## config.mk

```make
export PLATFORM = sky130hd
export DESIGN_NAME = lru_register_cache_with_locks_top
export DESIGN_NICKNAME = d
export VERILOG_FILES = /design/src/design/lrc_pkg.sv /design/src/design/lru_register_cache_with_locks_top.sv
export SDC_FILE = /design/constraint.sdc
export NUM_CORES = 1
export LEC_CHECK = 0
export ABC_AREA = 1
export BUFFER_PORTS_ARGS = -buffer_cell sky130_fd_sc_hd__clkbuf_2
export CORE_MARGIN = 2
export CORE_UTILIZATION = 50
export CTS_BUF_LIST = sky130_fd_sc_hd__clkbuf_16
export CTS_CLUSTER_SIZE = 28
export DETAILED_ROUTE_END_ITERATION = 7
export PLACE_DENSITY_LB_ADDON = 0.15
export SYNTH_ARGS = -nofsm -noshare
export SYNTH_HDL_FRONTEND = slang
export SYNTH_SLANG_ARGS = --single-unit
```

## constraint.sdc

```tcl
create_clock -name clk -period 5.5 [get_ports clk]
set_clock_uncertainty 0.2 [all_clocks]
set_input_delay 0.55 -clock clk [delete_from_list [all_inputs] [get_ports clk]]
set_output_delay 0.55 -clock clk [all_outputs]
set_load 0.02 [all_outputs]
```

## src/design/lrc_pkg.sv

```systemverilog
// ----------------------------------------------------------------------------
// LRU register cache package
// Result action codes, operation codes and entry flag types.
// ----------------------------------------------------------------------------
`default_nettype none

package lrc_pkg;

    typedef logic [1:0] op_t;
    typedef logic [2:0] action_t;

    localparam op_t OP_ACCESS  = 2'd0;
    localparam op_t OP_RELEASE = 2'd1;
    localparam op_t OP_FLUSH   = 2'd2;

    localparam action_t ACT_GRANT       = 3'd0;
    localparam action_t ACT_LOAD        = 3'd1;
    localparam action_t ACT_SEXT        = 3'd2;
    localparam action_t ACT_STORE       = 3'd3;
    localparam action_t ACT_NONE_FREE   = 3'd4;
    localparam action_t ACT_BAD_RELEASE = 3'd5;
    localparam action_t ACT_DONE        = 3'd6;

    localparam logic [1:0] SIZE_FOUR = 2'd2;

    typedef struct packed {
        logic loaded;
        logic written;
        logic rd;
    } flags_t;

endpackage

`default_nettype wire

```

## src/design/lru_register_cache_with_locks_top.sv

```systemverilog
// ----------------------------------------------------------------------------
// LRU register cache with locks
// Fully associative write-back cache of memory offsets onto host registers.
// ----------------------------------------------------------------------------
//  channel   signals                                               direction
//  command   start, busy, operation, key, want_read, want_write,   in
//            size_code
//  result    strobe, action, host_register, result_key,            out
//            result_size, was_hit, size_mismatch, last
//
//  An unknown operation is dropped at acceptance. A shared scan counter
//  steps one entry per cycle for the key and for the LRU victim, a flush
//  walks the recency list one entry per cycle, storing each written and
//  loaded entry, and at most one result leaves per cycle.
//  busy drops as the result marked last is strobed. Reset clears valid bits,
//  flags, lock counts and the fill count. The receiver cannot stall.
// ----------------------------------------------------------------------------
`default_nettype none

module lru_register_cache_with_locks_top #(
    parameter int POOL_REGS = 8,
    parameter int LOCK_BITS = 8
) (
    input  wire logic              clk,
    input  wire logic              rst_n,
    input  wire logic              start,
    output logic                   busy,
    input  wire lrc_pkg::op_t      operation,
    input  wire logic signed [31:0] key,
    input  wire logic              want_read,
    input  wire logic              want_write,
    input  wire logic [1:0]        size_code,
    output logic                   strobe,
    output lrc_pkg::action_t       action,
    output logic [2:0]             host_register,
    output logic signed [31:0]     result_key,
    output logic [1:0]             result_size,
    output logic                   was_hit,
    output logic                   size_mismatch,
    output logic                   last
);
    import lrc_pkg::*;

    localparam int IW = (POOL_REGS > 1) ? $clog2(POOL_REGS) : 1;
    localparam int CW = $clog2(POOL_REGS + 1);
    localparam logic [LOCK_BITS-1:0] LOCK_MAX = {LOCK_BITS{1'b1}};
    localparam logic [CW-1:0] POOL_C = CW'(POOL_REGS);

    localparam logic [3:0] S_IDLE  = 4'd0;
    localparam logic [3:0] S_FIND  = 4'd1;
    localparam logic [3:0] S_DEC   = 4'd2;
    localparam logic [3:0] S_VICT  = 4'd3;
    localparam logic [3:0] S_EVICT = 4'd4;
    localparam logic [3:0] S_RW    = 4'd5;
    localparam logic [3:0] S_RW2   = 4'd6;
    localparam logic [3:0] S_ORDER = 4'd7;
    localparam logic [3:0] S_GRANT = 4'd8;
    localparam logic [3:0] S_FLUSH = 4'd9;
    localparam logic [3:0] S_FDONE = 4'd10;
    localparam logic [3:0] S_OUT1  = 4'd11;

    logic                 valid_reg [POOL_REGS];
    logic [31:0]          ekey_reg  [POOL_REGS];
    logic [1:0]           esize_reg [POOL_REGS];
    flags_t               flags_reg [POOL_REGS];
    logic [LOCK_BITS-1:0] lock_reg  [POOL_REGS];
    logic [IW-1:0]        order_reg [POOL_REGS];
    logic [CW-1:0]        used_reg;

    logic [3:0]    state_reg;
    op_t           op_reg;
    logic [31:0]   key_reg;
    logic          rd_reg, wr_reg;
    logic [1:0]    size_reg;
    logic [CW-1:0] scan_reg;
    logic          found_reg;
    logic [IW-1:0] idx_reg;
    logic [CW-1:0] pos_reg;
    logic          hit_reg;
    logic          rmv_reg;
    action_t       oact_reg;
    logic [2:0]    oreg_reg;
    logic [31:0]   okey_reg;
    logic [1:0]    osize_reg;
    logic          ohit_reg, omis_reg, olast_reg, ostb_reg;

    logic [IW-1:0] sidx;
    logic [IW-1:0] oidx;
    flags_t        fl;
    logic          scan_end;

    assign sidx     = scan_reg[IW-1:0];
    assign oidx     = order_reg[sidx];
    assign fl       = flags_reg[idx_reg];
    assign scan_end = (scan_reg == POOL_C);

    assign busy          = (state_reg != S_IDLE);
    assign strobe        = ostb_reg;
    assign action        = oact_reg;
    assign host_register = oreg_reg;
    assign result_key    = okey_reg;
    assign result_size   = osize_reg;
    assign was_hit       = ohit_reg;
    assign size_mismatch = omis_reg;
    assign last          = olast_reg;

    always_ff @(posedge clk or negedge rst_n)
    begin
        if (!rst_n)
        begin
            state_reg <= S_IDLE;
            used_reg  <= '0;
            ostb_reg  <= 1'b0;
            for (int i = 0; i < POOL_REGS; i++)
            begin
                valid_reg[i] <= 1'b0;
                flags_reg[i] <= '0;
                lock_reg[i]  <= '0;
            end
        end
        else
        begin
            ostb_reg  <= 1'b0;
            olast_reg <= 1'b0;
            ohit_reg  <= 1'b0;
            omis_reg  <= 1'b0;
            unique case (state_reg)
                S_IDLE:
                begin
                    if (start)
                    begin
                        op_reg    <= operation;
                        key_reg   <= key;
                        rd_reg    <= want_read;
                        wr_reg    <= want_write;
                        size_reg  <= size_code;
                        scan_reg  <= '0;
                        found_reg <= 1'b0;
                        unique case (operation)
                            OP_ACCESS, OP_RELEASE: state_reg <= S_FIND;
                            OP_FLUSH:              state_reg <= S_FLUSH;
                            default:               state_reg <= S_IDLE;
                        endcase
                    end
                end
                S_FIND:
                begin
                    // compare one entry per cycle
                    if (scan_end)
                    begin
                        scan_reg <= '0;
                        if (op_reg == OP_RELEASE)
                            state_reg <= S_DEC;
                        else if (found_reg)
                        begin
                            hit_reg   <= 1'b1;
                            state_reg <= S_RW;
                        end
                        else
                        begin
                            hit_reg <= 1'b0;
                            if (used_reg < POOL_C)
                            begin
                                idx_reg   <= IW'(used_reg);
                                rmv_reg   <= 1'b0;
                                state_reg <= S_EVICT;
                            end
                            else
                                state_reg <= S_VICT;
                        end
                    end
                    else
                    begin
                        if (!found_reg && valid_reg[sidx] && ekey_reg[sidx] == key_reg)
                        begin
                            found_reg <= 1'b1;
                            idx_reg   <= sidx;
                        end
                        scan_reg <= scan_reg + 1'b1;
                    end
                end
                S_DEC:
                begin
                    ostb_reg  <= 1'b1;
                    olast_reg <= 1'b1;
                    state_reg <= S_IDLE;
                    if (!found_reg || lock_reg[idx_reg] == '0)
                    begin
                        oact_reg  <= ACT_BAD_RELEASE;
                        oreg_reg  <= found_reg ? 3'(idx_reg) : 3'd0;
                        okey_reg  <= key_reg;
                        osize_reg <= size_reg;
                    end
                    else
                    begin
                        lock_reg[idx_reg] <= lock_reg[idx_reg] - 1'b1;
                        oact_reg  <= ACT_DONE;
                        oreg_reg  <= 3'(idx_reg);
                        okey_reg  <= ekey_reg[idx_reg];
                        osize_reg <= esize_reg[idx_reg];
                    end
                end
                S_VICT:
                begin
                    // walk recency list from LRU for an unlocked entry
                    if (scan_end)
                    begin
                        ostb_reg  <= 1'b1;
                        olast_reg <= 1'b1;
                        oact_reg  <= ACT_NONE_FREE;
                        oreg_reg  <= 3'd0;
                        okey_reg  <= key_reg;
                        osize_reg <= size_reg;
                        state_reg <= S_IDLE;
                    end
                    else if (lock_reg[oidx] == '0)
                    begin
                        idx_reg   <= oidx;
                        pos_reg   <= scan_reg;
                        rmv_reg   <= 1'b1;
                        state_reg <= S_EVICT;
                    end
                    else
                        scan_reg <= scan_reg + 1'b1;
                end
                S_EVICT:
                begin
                    if (rmv_reg && fl.written && fl.loaded)
                    begin
                        ostb_reg  <= 1'b1;
                        oact_reg  <= ACT_STORE;
                        oreg_reg  <= 3'(idx_reg);
                        okey_reg  <= ekey_reg[idx_reg];
                        osize_reg <= esize_reg[idx_reg];
                    end
                    valid_reg[idx_reg] <= 1'b1;
                    ekey_reg[idx_reg]  <= key_reg;
                    esize_reg[idx_reg] <= size_reg;
                    flags_reg[idx_reg] <= '0;
                    lock_reg[idx_reg]  <= '0;
                    state_reg <= S_RW;
                end
                S_RW:
                begin
                    // read phase
                    if (rd_reg && !fl.rd)
                    begin
                        if (!fl.loaded)
                        begin
                            ostb_reg  <= 1'b1;
                            oact_reg  <= (esize_reg[idx_reg] == SIZE_FOUR) ? ACT_SEXT
                                                                           : ACT_LOAD;
                            oreg_reg  <= 3'(idx_reg);
                            okey_reg  <= ekey_reg[idx_reg];
                            osize_reg <= esize_reg[idx_reg];
                        end
                        flags_reg[idx_reg] <= '{loaded: 1'b1, written: fl.written, rd: 1'b1};
                    end
                    state_reg <= S_RW2;
                end
                S_RW2:
                begin
                    // write phase
                    if (wr_reg && !fl.written)
                    begin
                        if (fl.rd && !fl.loaded)
                        begin
                            ostb_reg  <= 1'b1;
                            oact_reg  <= (esize_reg[idx_reg] == SIZE_FOUR) ? ACT_SEXT
                                                                           : ACT_LOAD;
                            oreg_reg  <= 3'(idx_reg);
                            okey_reg  <= ekey_reg[idx_reg];
                            osize_reg <= esize_reg[idx_reg];
                        end
                        flags_reg[idx_reg] <= '{loaded: 1'b1, written: 1'b1, rd: fl.rd};
                    end
                    if (hit_reg)
                    begin
                        scan_reg  <= '0;
                        rmv_reg   <= 1'b0;
                        state_reg <= S_ORDER;
                    end
                    else
                    begin
                        pos_reg   <= rmv_reg ? pos_reg : used_reg;
                        state_reg <= S_ORDER;
                        scan_reg  <= POOL_C;
                    end
                end
                S_ORDER:
                begin
                    // locate hit entry in recency list one slot per cycle
                    if (hit_reg && !rmv_reg)
                    begin
                        if (scan_reg >= used_reg)
                        begin
                            pos_reg <= scan_reg;
                            rmv_reg <= 1'b1;
                        end
                        else if (oidx == idx_reg)
                        begin
                            pos_reg <= scan_reg;
                            rmv_reg <= 1'b1;
                        end
                        else
                            scan_reg <= scan_reg + 1'b1;
                    end
                    else
                        state_reg <= S_GRANT;
                end
                S_GRANT:
                begin
                    // shift out removed slot and append at MRU end
                    for (int i = 0; i < POOL_REGS; i++)
                    begin
                        if (CW'(i) >= pos_reg && CW'(i) + 1'b1 < used_reg)
                            order_reg[i] <= order_reg[(i + 1) % POOL_REGS];
                    end
                    if (rmv_reg && pos_reg < used_reg)
                        order_reg[IW'(used_reg - 1'b1)] <= idx_reg;
                    else
                    begin
                        order_reg[IW'(used_reg)] <= idx_reg;
                        used_reg <= used_reg + 1'b1;
                    end
                    if (hit_reg)
                    begin
                        if (lock_reg[idx_reg] != LOCK_MAX)
                            lock_reg[idx_reg] <= lock_reg[idx_reg] + 1'b1;
                    end
                    else
                        lock_reg[idx_reg] <= LOCK_BITS'(1);
                    ostb_reg  <= 1'b1;
                    olast_reg <= 1'b1;
                    oact_reg  <= ACT_GRANT;
                    oreg_reg  <= 3'(idx_reg);
                    okey_reg  <= ekey_reg[idx_reg];
                    osize_reg <= esize_reg[idx_reg];
                    ohit_reg  <= hit_reg;
                    omis_reg  <= hit_reg && (esize_reg[idx_reg] != size_reg);
                    state_reg <= S_IDLE;
                end
                S_FLUSH:
                begin
                    if (scan_reg >= used_reg)
                        state_reg <= S_FDONE;
                    else
                    begin
                        if (flags_reg[oidx].written && flags_reg[oidx].loaded)
                        begin
                            ostb_reg  <= 1'b1;
                            oact_reg  <= ACT_STORE;
                            oreg_reg  <= 3'(oidx);
                            okey_reg  <= ekey_reg[oidx];
                            osize_reg <= esize_reg[oidx];
                        end
                        scan_reg <= scan_reg + 1'b1;
                    end
                end
                S_FDONE:
                begin
                    for (int i = 0; i < POOL_REGS; i++)
                    begin
                        valid_reg[i] <= 1'b0;
                        flags_reg[i] <= '0;
                        lock_reg[i]  <= '0;
                    end
                    used_reg  <= '0;
                    ostb_reg  <= 1'b1;
                    olast_reg <= 1'b1;
                    oact_reg  <= ACT_DONE;
                    oreg_reg  <= 3'd0;
                    okey_reg  <= '0;
                    osize_reg <= 2'd0;
                    state_reg <= S_IDLE;
                end
                default:
                    state_reg <= S_IDLE;
            endcase
        end
    end

endmodule

`default_nettype wire
```

# After elaboration in Yosys (flattened, before gate mapping)
# Memories as Yosys holds them, arrays and structs flattened. A register that Yosys moved wholly into a read port is not among the register bits.
# Index checks and enable logic that the tools add are counted.
[word_totals] ff_bits=200 mem_bits_rw=296 inputBits=41 out_inout_bits=45 elab_cells=404 mem_count=3
[op_classes] add_sub_neg=5 order_cmp=23 eq_ne=54 mux=179 bitwise=12 n_reduce_logical=67
[mem_list] memory="ekey_reg" words=8 word_bits=32 read_ports=3 rd_ports_with_merged_regs=2 wr=1 line_no="lru_register_cache_with_locks_top.sv:63" rtl="logic [31:0] ekey_reg [POOL_REGS];"
[mem_list] memory="order_reg" words=8 word_bits=3 read_ports=9 rd_ports_with_merged_regs=1 wr=9 line_no="lru_register_cache_with_locks_top.sv:67" rtl="logic [IW-1:0] order_reg [POOL_REGS];"
[mem_list] memory="esize_reg" words=8 word_bits=2 read_ports=2 rd_ports_with_merged_regs=1 wr=1 line_no="lru_register_cache_with_locks_top.sv:64" rtl="logic [1:0] esize_reg [POOL_REGS];"
[op_table] cell="2-to-1 mux 32 bit" count=9
[op_table] cell="one-hot mux 32 bit (8 select lines)" count=1
[op_table] cell="one-hot mux 64 bit (4 select lines)" count=1
[op_table] cell="2-to-1 mux 64 bit" count=3
[op_table] cell="bitwise mux 64 bit" count=2
[op_table] cell="2-to-1 mux 3 bit" count=39
[op_table] cell="one-hot mux 24 bit (4 select lines)" count=1
[op_table] cell="2-to-1 mux 4 bit" count=23
[op_table] cell="bitwise AND 64 bit" count=1
[op_table] cell="NOT 64 bit" count=1
[op_table] cell="2-to-1 mux 1 bit" count=58
[op_table] cell="bitwise AND 56 bit" count=1
[op_table] cell="!= test 2 bit, second input constant" count=28
[op_table] cell="NOT 56 bit" count=1
[op_table] cell="binary-select mux 8 bit (select 3 bit)" count=2
[op_table] cell="bitwise mux 24 bit" count=2
[op_table] cell="2-to-1 mux 24 bit" count=2
[op_table] cell="one-hot mux 3 bit (8 select lines)" count=2
[op_table] cell="2-to-1 mux 8 bit" count=5
[op_table] cell="equality test 32 bit" count=1
[op_table] cell="one-hot mux 4 bit (8 select lines)" count=1
[op_table] cell="logical AND 1 bit" count=31
[op_table] cell="bitwise AND 24 bit" count=1
[op_table] cell="demux 8 bit (select 3 bit)" count=1
[op_table] cell="64 further kinds" count=123

# Depth between registers and ports, before layout
[logic_depth] depth_word=10 depth_mapped=21 mapped_depth_nobuf=18

# Worst setup path after synthesis
# Ideal clock, no wire load.
[synth_timing] kind="register to register" start="reg state_reg[1]" end="reg oact_reg[0] (netlist: action[0]) (enable)" setup_time_ns=0.437 arrival_ns=3.449 required_time_ns=4.863 path_slack_ns=1.414 path_stages_with_launch=13 n_path_buf=0 period_less_slack_ns=4.086 path_cell_list="dfrtp_1 -> nor2_1 -> inv_1 -> nor2_1 -> nor2_1 -> clkinv_1 -> nor2_1 -> inv_1 -> nor3_1 -> nor3_1 -> and3_1 -> o211ai_1 -> nor2_1"
[synth_via] elab_chain_cells=3 elab_cells_between_ends=18 cone_classes="eq/ne (16); reduce/logical (2)"
[synth_rtl] item="start, declared" line_no="lru_register_cache_with_locks_top.sv:70" rtl="logic [3:0] state_reg;"
[synth_rtl] item="start signal, assigned" line_no="lru_register_cache_with_locks_top.sv:111" rtl="state_reg <= S_IDLE;"
[synth_rtl] item="start signal, assigned" line_no="lru_register_cache_with_locks_top.sv:140" rtl="OP_ACCESS, OP_RELEASE: state_reg <= S_FIND;"
[synth_rtl] item="start signal, assigned" line_no="lru_register_cache_with_locks_top.sv:141" rtl="OP_FLUSH: state_reg <= S_FLUSH;"
[synth_rtl] item="equality test 4 bit, or another cell as far along" line_no="lru_register_cache_with_locks_top.sv:127" rtl="unique case (state_reg)"
[synth_rtl] item="nonzero test 8 bit (no line) / != test 2 bit (equally long branches)"
[synth_rtl] item="AND reduction 10 bit (no line) (*)"
[synth_rtl] item="end signal, assigned" line_no="lru_register_cache_with_locks_top.sv:251" rtl="oact_reg <= (esize_reg[idx_reg] == SIZE_FOUR) ? ACT_SEXT"
[synth_rtl] item="end signal, assigned" line_no="lru_register_cache_with_locks_top.sv:269" rtl="oact_reg <= (esize_reg[idx_reg] == SIZE_FOUR) ? ACT_SEXT"
[synth_rtl] item="end, declared" line_no="lru_register_cache_with_locks_top.sv:81" rtl="action_t oact_reg;"
# Every way passes the cells marked *; elsewhere a longest branch is shown, timed or not.
# A chain may end at the register's enable or synchronous reset.

# Worst setup path in the final report
[layout_timing] start="reg idx_reg[0]" end="reg okey_reg[7] (netlist: result_key[7]) (enable)"
[layout_via] elab_chain_cells=8 elab_cells_between_ends=18 cone_classes="eq/ne (5); mux (3); bitwise (1); reduce/logical (9)"
[layout_rtl] item="start, declared" line_no="lru_register_cache_with_locks_top.sv:77" rtl="logic [IW-1:0] idx_reg;"
[layout_rtl] item="start signal, assigned" line_no="lru_register_cache_with_locks_top.sv:164" rtl="idx_reg <= IW'(used_reg);"
[layout_rtl] item="start signal, assigned" line_no="lru_register_cache_with_locks_top.sv:177" rtl="idx_reg <= sidx;"
[layout_rtl] item="start signal, assigned" line_no="lru_register_cache_with_locks_top.sv:218" rtl="idx_reg <= oidx;"
[layout_rtl] item="NOT 3 -> 4 bit (not written as such) (*)" line_no="lru_register_cache_with_locks_top.sv:94" rtl="assign fl = flags_reg[idx_reg];"
[layout_rtl] item="binary-select mux 3 bit (select 3 bit) (*)" line_no="lru_register_cache_with_locks_top.sv:94"
[layout_rtl] item="2-to-1 mux 3 bit (not written as such) (*) (2 in a row)" line_no="lru_register_cache_with_locks_top.sv:94"
[layout_rtl] item="zero test 1 bit, or another cell as far along" line_no="lru_register_cache_with_locks_top.sv:266" rtl="if (fl.rd && !fl.loaded)"
[layout_rtl] item="logical AND 1 bit, on equally long branches"
[layout_rtl] item="!= test 2 bit (no line)"
[layout_rtl] item="AND reduction 10 bit (no line) (*)"
[layout_rtl] item="end signal, assigned" line_no="lru_register_cache_with_locks_top.sv:254" rtl="okey_reg <= ekey_reg[idx_reg];"
[layout_rtl] item="end signal, assigned" line_no="lru_register_cache_with_locks_top.sv:272" rtl="okey_reg <= ekey_reg[idx_reg];"
[layout_rtl] item="end signal, assigned" line_no="lru_register_cache_with_locks_top.sv:337" rtl="okey_reg <= ekey_reg[idx_reg];"
[layout_rtl] item="end, declared" line_no="lru_register_cache_with_locks_top.sv:83" rtl="logic [31:0] okey_reg;"
# Every way passes the cells marked *; elsewhere a longest branch is shown, timed or not. The select of a mux whose other input is x is not followed.

==> results by group <==
Job
  – Max_cap viols: 0

Min path
  – Hold depth: 3
  – Min-Delay Endpoint: state_reg[0]$_DFFE_PN0P_
  – Hold WC Path Type: input port to flop
  – Worst Hold Launch: start

Critical path
  – CP endpoint kind: flop
  – Most used cell, CP: nand2_1
  – Worst EP arrival: 4.45 ns
  – Worst R2R Path Depth: 15
  – Crit path largest cell delay: 0.72 ns
  – Reg2reg start: idx_reg[0]$_DFFE_PP_
  – Worst Path Required: 5.57 ns
  – CP startpoint kind: flop
  – Worst reg-to-reg setup slack: 1.12 ns
  – Crit-path cells: inv_4 > nor2_2 > buf_4 > inv_2 > o22ai_1 > nor2_1 > nand2_1 > inv_1 > nand2_1 > nand2_1 > nand2_1 > a21oi_1 > o211ai_1 > nor2_4 > buf_4
  – WS Path Type: flop to flop
  – CP max-delay cell: nor2_4
  – R2r endpoint: result_key[7]$_DFFE_PP_
  – Crit Path Max Fanout: 24

CTS
  – Post-CTS setup buffer count: 0
  – Cts repair resizes: 0
  – Clk root buf: clkbuf_16
  – CTS Sinks: 502
  – CTS H-tree depth: 2
  – TritonCTS clock tree: yes
  – Worst skew pair latency: 0.63 ns
  – Hold Buf Count CTS: 39
  – Buffer depth of the longest clock path: 3
  – Num CTS Buffers: 55
  – Worst-path clk slew: 0.06 ns

STA
  – Slew Viols, Final: 0
  – Max-slew headroom at the worst pin: 13.5%
  – Tcrit/Tclk final: 79.6%
  – Final setup violation count: 0
  – Total Neg Setup Slack: 0 ns
  – Slew @ Worst Pin: 1.29 ns
  – Max Fclk: 0.229 GHz
  – Final hold violation count: 0
  – Fin crit period: 4.38 ns
  – RSZ-0062 raised after global routing: no

Yosys
  – Syn Std Cell Area: 0.0300 mm²
  – Post-synthesis sequential area ratio: 48.4%
  – Most used DFF post-synth: edfxtp_1
  – Syn_nets: 3893
  – Mapped Cells: 3839
  – Yosys Warn Count: 0
  – EDFF count, synth: 391
  – Synth async-reset ratio: 20.9%
  – Yosys reg bits: 502
  – Post-synth cell types: 57
  – Mean post-synth cell area: 7.80 µm²

Die
  – Initial Utilization: 50.7%
  – Die area: 0.0619 mm²
  – I/O Pins: 86
  – # rows: 89
  – Die Wd: 249 µm
  – Die height: 249 µm
  – Core area: 0.0591 mm²

Final layout
  – Reg area: 0.0145 mm²
  – Share of cells above drive strength 1: 7.71%
  – ANT cells: 0
  – Final-layout fill cell count: 5477
  – NumNets Final: 3911
  – Final Cell Area: 0.0332 mm²
  – Area of the multi-input gates: 0.0131 mm²
  – P&R area growth vs syn: 10.7%

Power
  – Clock Power Share: 18.3%
  – Leak pwr: 13.8 nW
  – Power Density: 606 mW/mm²
  – Switching Share: 50.3%
  – Combinational Power Share: 54.2%
  – Sequential cell fraction of total power: 27.5%
  – Internal cell power: 0.00999 W
  – Max IR drop VDD: 0.462 mV
  – Switching power: 0.0101 W

Global route
  – Global-route wire length before repair: 154000 µm
  – All-Layer GR Usage: 32.1%
  – Vias in the first global route: 26000
  – Largest net degree at the start of global routing: 163
  – Overflow after GRT: 0
  – Initial antenna violation count: 0

Route
  – First DRT Iteration DRCs: 2950
  – Pre-antenna DRT Iters: 6
  – Total wire length: 102000 µm
  – DRC errors left: 0
  – ANT nets after route: 0
  – Overall via count from detail_route: 28000
  – Routed vias/inst: 5.99
  – Per-cell routed wire length: 21.7 µm

Place
  – # port buffers: 85
  – Cell Area, Placed: 0.0310 mm²
  – Gpl congestion: 0.964
  – Dpl hpwl: 62300 µm

Outcome
  – Outcome: finished, final reports clean
Yosys cell counts (7+ instances only):
master | count | area share [%]
nand2_2 | 7 | 0.15
ha_1 | 13 | 0.54
buf_2 | 55 | 0.92
nand2_4 | 9 | 0.34
nand3_1 | 349 | 5.8
buf_4 | 8 | 0.20
o221ai_1 | 12 | 0.35
buf_1 | 28 | 0.35
buf_6 | 7 | 0.26
a31oi_1 | 25 | 0.52
nand2_1 | 924 | 12
edfxtp_1 | 391 | 39
xor2_1 | 13 | 0.38
clkbuf_1 | 126 | 1.6
inv_1 | 384 | 4.8
o21ai_0 | 454 | 7.6
nor3_1 | 48 | 0.80
dfrtp_1 | 105 | 8.8
nand4_1 | 10 | 0.21
nand3b_1 | 9 | 0.23
a21oi_1 | 283 | 4.7
nor2_2 | 7 | 0.15
nor4_1 | 10 | 0.21
a211oi_1 | 15 | 0.38
o211ai_1 | 121 | 3.0
o21ai_1 | 25 | 0.42
inv_2 | 17 | 0.21
nor2_1 | 283 | 3.5
o22ai_1 | 43 | 0.90
cell type report:
class                      instances  share of cell area, %
sequential                       502                   43.7
multi-input combinational       2707                   39.4
clock buffer                      55                   4.15
tap                              773                   2.92
inverter                         406                   4.63
timing repair buffer             185                   4.00
clock inverter                    47                   1.16
routing by layer:
metal  track usage (%)  vias to the layer above  share of wire, %
li1                  -                    13200                 -
met1              43.7                    12900                41
met2              50.7                     1556                45
met3              5.10                      310               9.7
met4              14.5                        0               4.4
met5                 0                        -                 0
power groups by stage:
stage	Sequential [W]	Clock, W	Combinational (W)
after floorplan	0.00545	0	0.00724
after global placement	0.00558	0	0.0105
after detailed placement	0.00558	0	0.0106
after CTS	0.00550	0.00372	0.0106
after global routing	0.00558	0.00387	0.0118
final	0.00552	0.00369	0.0109
critical path, delay by kind of cell (launching register included):
| kind | cells | cell delay [ns] |
|---|---|---|
| and+or+nand+nor | 7 | 1.25 |
| DFF | 1 | 0.68 |
| AOI/OAI and AO/OA | 3 | 0.39 |
| buffers and inverters | 5 | 1.47 |
cell usage in the layout, fill, tap and decap left out, types with 24 or more instances in the layout:
master / count
o211ai_1: 121
o21ai_1: 24
a31oi_1: 25
o21ai_0: 454
a21oi_1: 283
dfrtp_1: 105
dlygate4sd3_1: 39
inv_1: 396
nor3_1: 48
buf_4: 58
clkbuf_2: 84
nand3_1: 349
edfxtp_1: 391
nand2_1: 923
nor2_1: 270
clkbuf_16: 55
o22ai_1: 43
stage by stage:
stage	hold WS, ns	setup WS [ns]	std cells	util [%]	total power [W]
2_1_floorplan	0.0544	1.41	3839	-	0.0127
6_report	0.241	1.12	4675	56.1	0.0201
3_3_place_gp	0.266	1.20	4534	52.4	0.0160
3_5_place_dp	0.266	1.14	4534	52.4	0.0161
4_1_cts	0.205	1.15	4675	56.1	0.0198
5_1_grt	0.255	0.778	4675	56.1	0.0213
kinds of logic (layout without fill, tap and decap cells):
kind of cell               after synthesis  in the layout  synth area share [%]
xor gates and xnor gates                14             14                 0.409
AOI/OAI and AO/OA                     1008           1008                  18.7
adders and majority gates               13             13                 0.543
DFF                                    502            502                  48.4
buffers and inverters                  630            693                  8.42
and+or+nand+nor                       1672           1672                  23.5
worst max-delay path by stage:
stage	from	to	slack, ns	cells past startpoint
global placement	idx_reg[0]$_DFFE_PP_	result_key[4]$_DFFE_PP_	1.20	15
CTS	idx_reg[0]$_DFFE_PP_	result_key[28]$_DFFE_PP_	1.15	15
floorplan	state_reg[1]$_DFFE_PN0P_	action[0]$_DFFE_PP_	1.41	12
detailed placement	idx_reg[0]$_DFFE_PP_	result_key[4]$_DFFE_PP_	1.14	15
global route	idx_reg[0]$_DFFE_PP_	result_key[28]$_DFFE_PP_	0.78	15
finish	idx_reg[0]$_DFFE_PP_	result_key[7]$_DFFE_PP_	1.12	15
(Power assumes the default switching activity.)
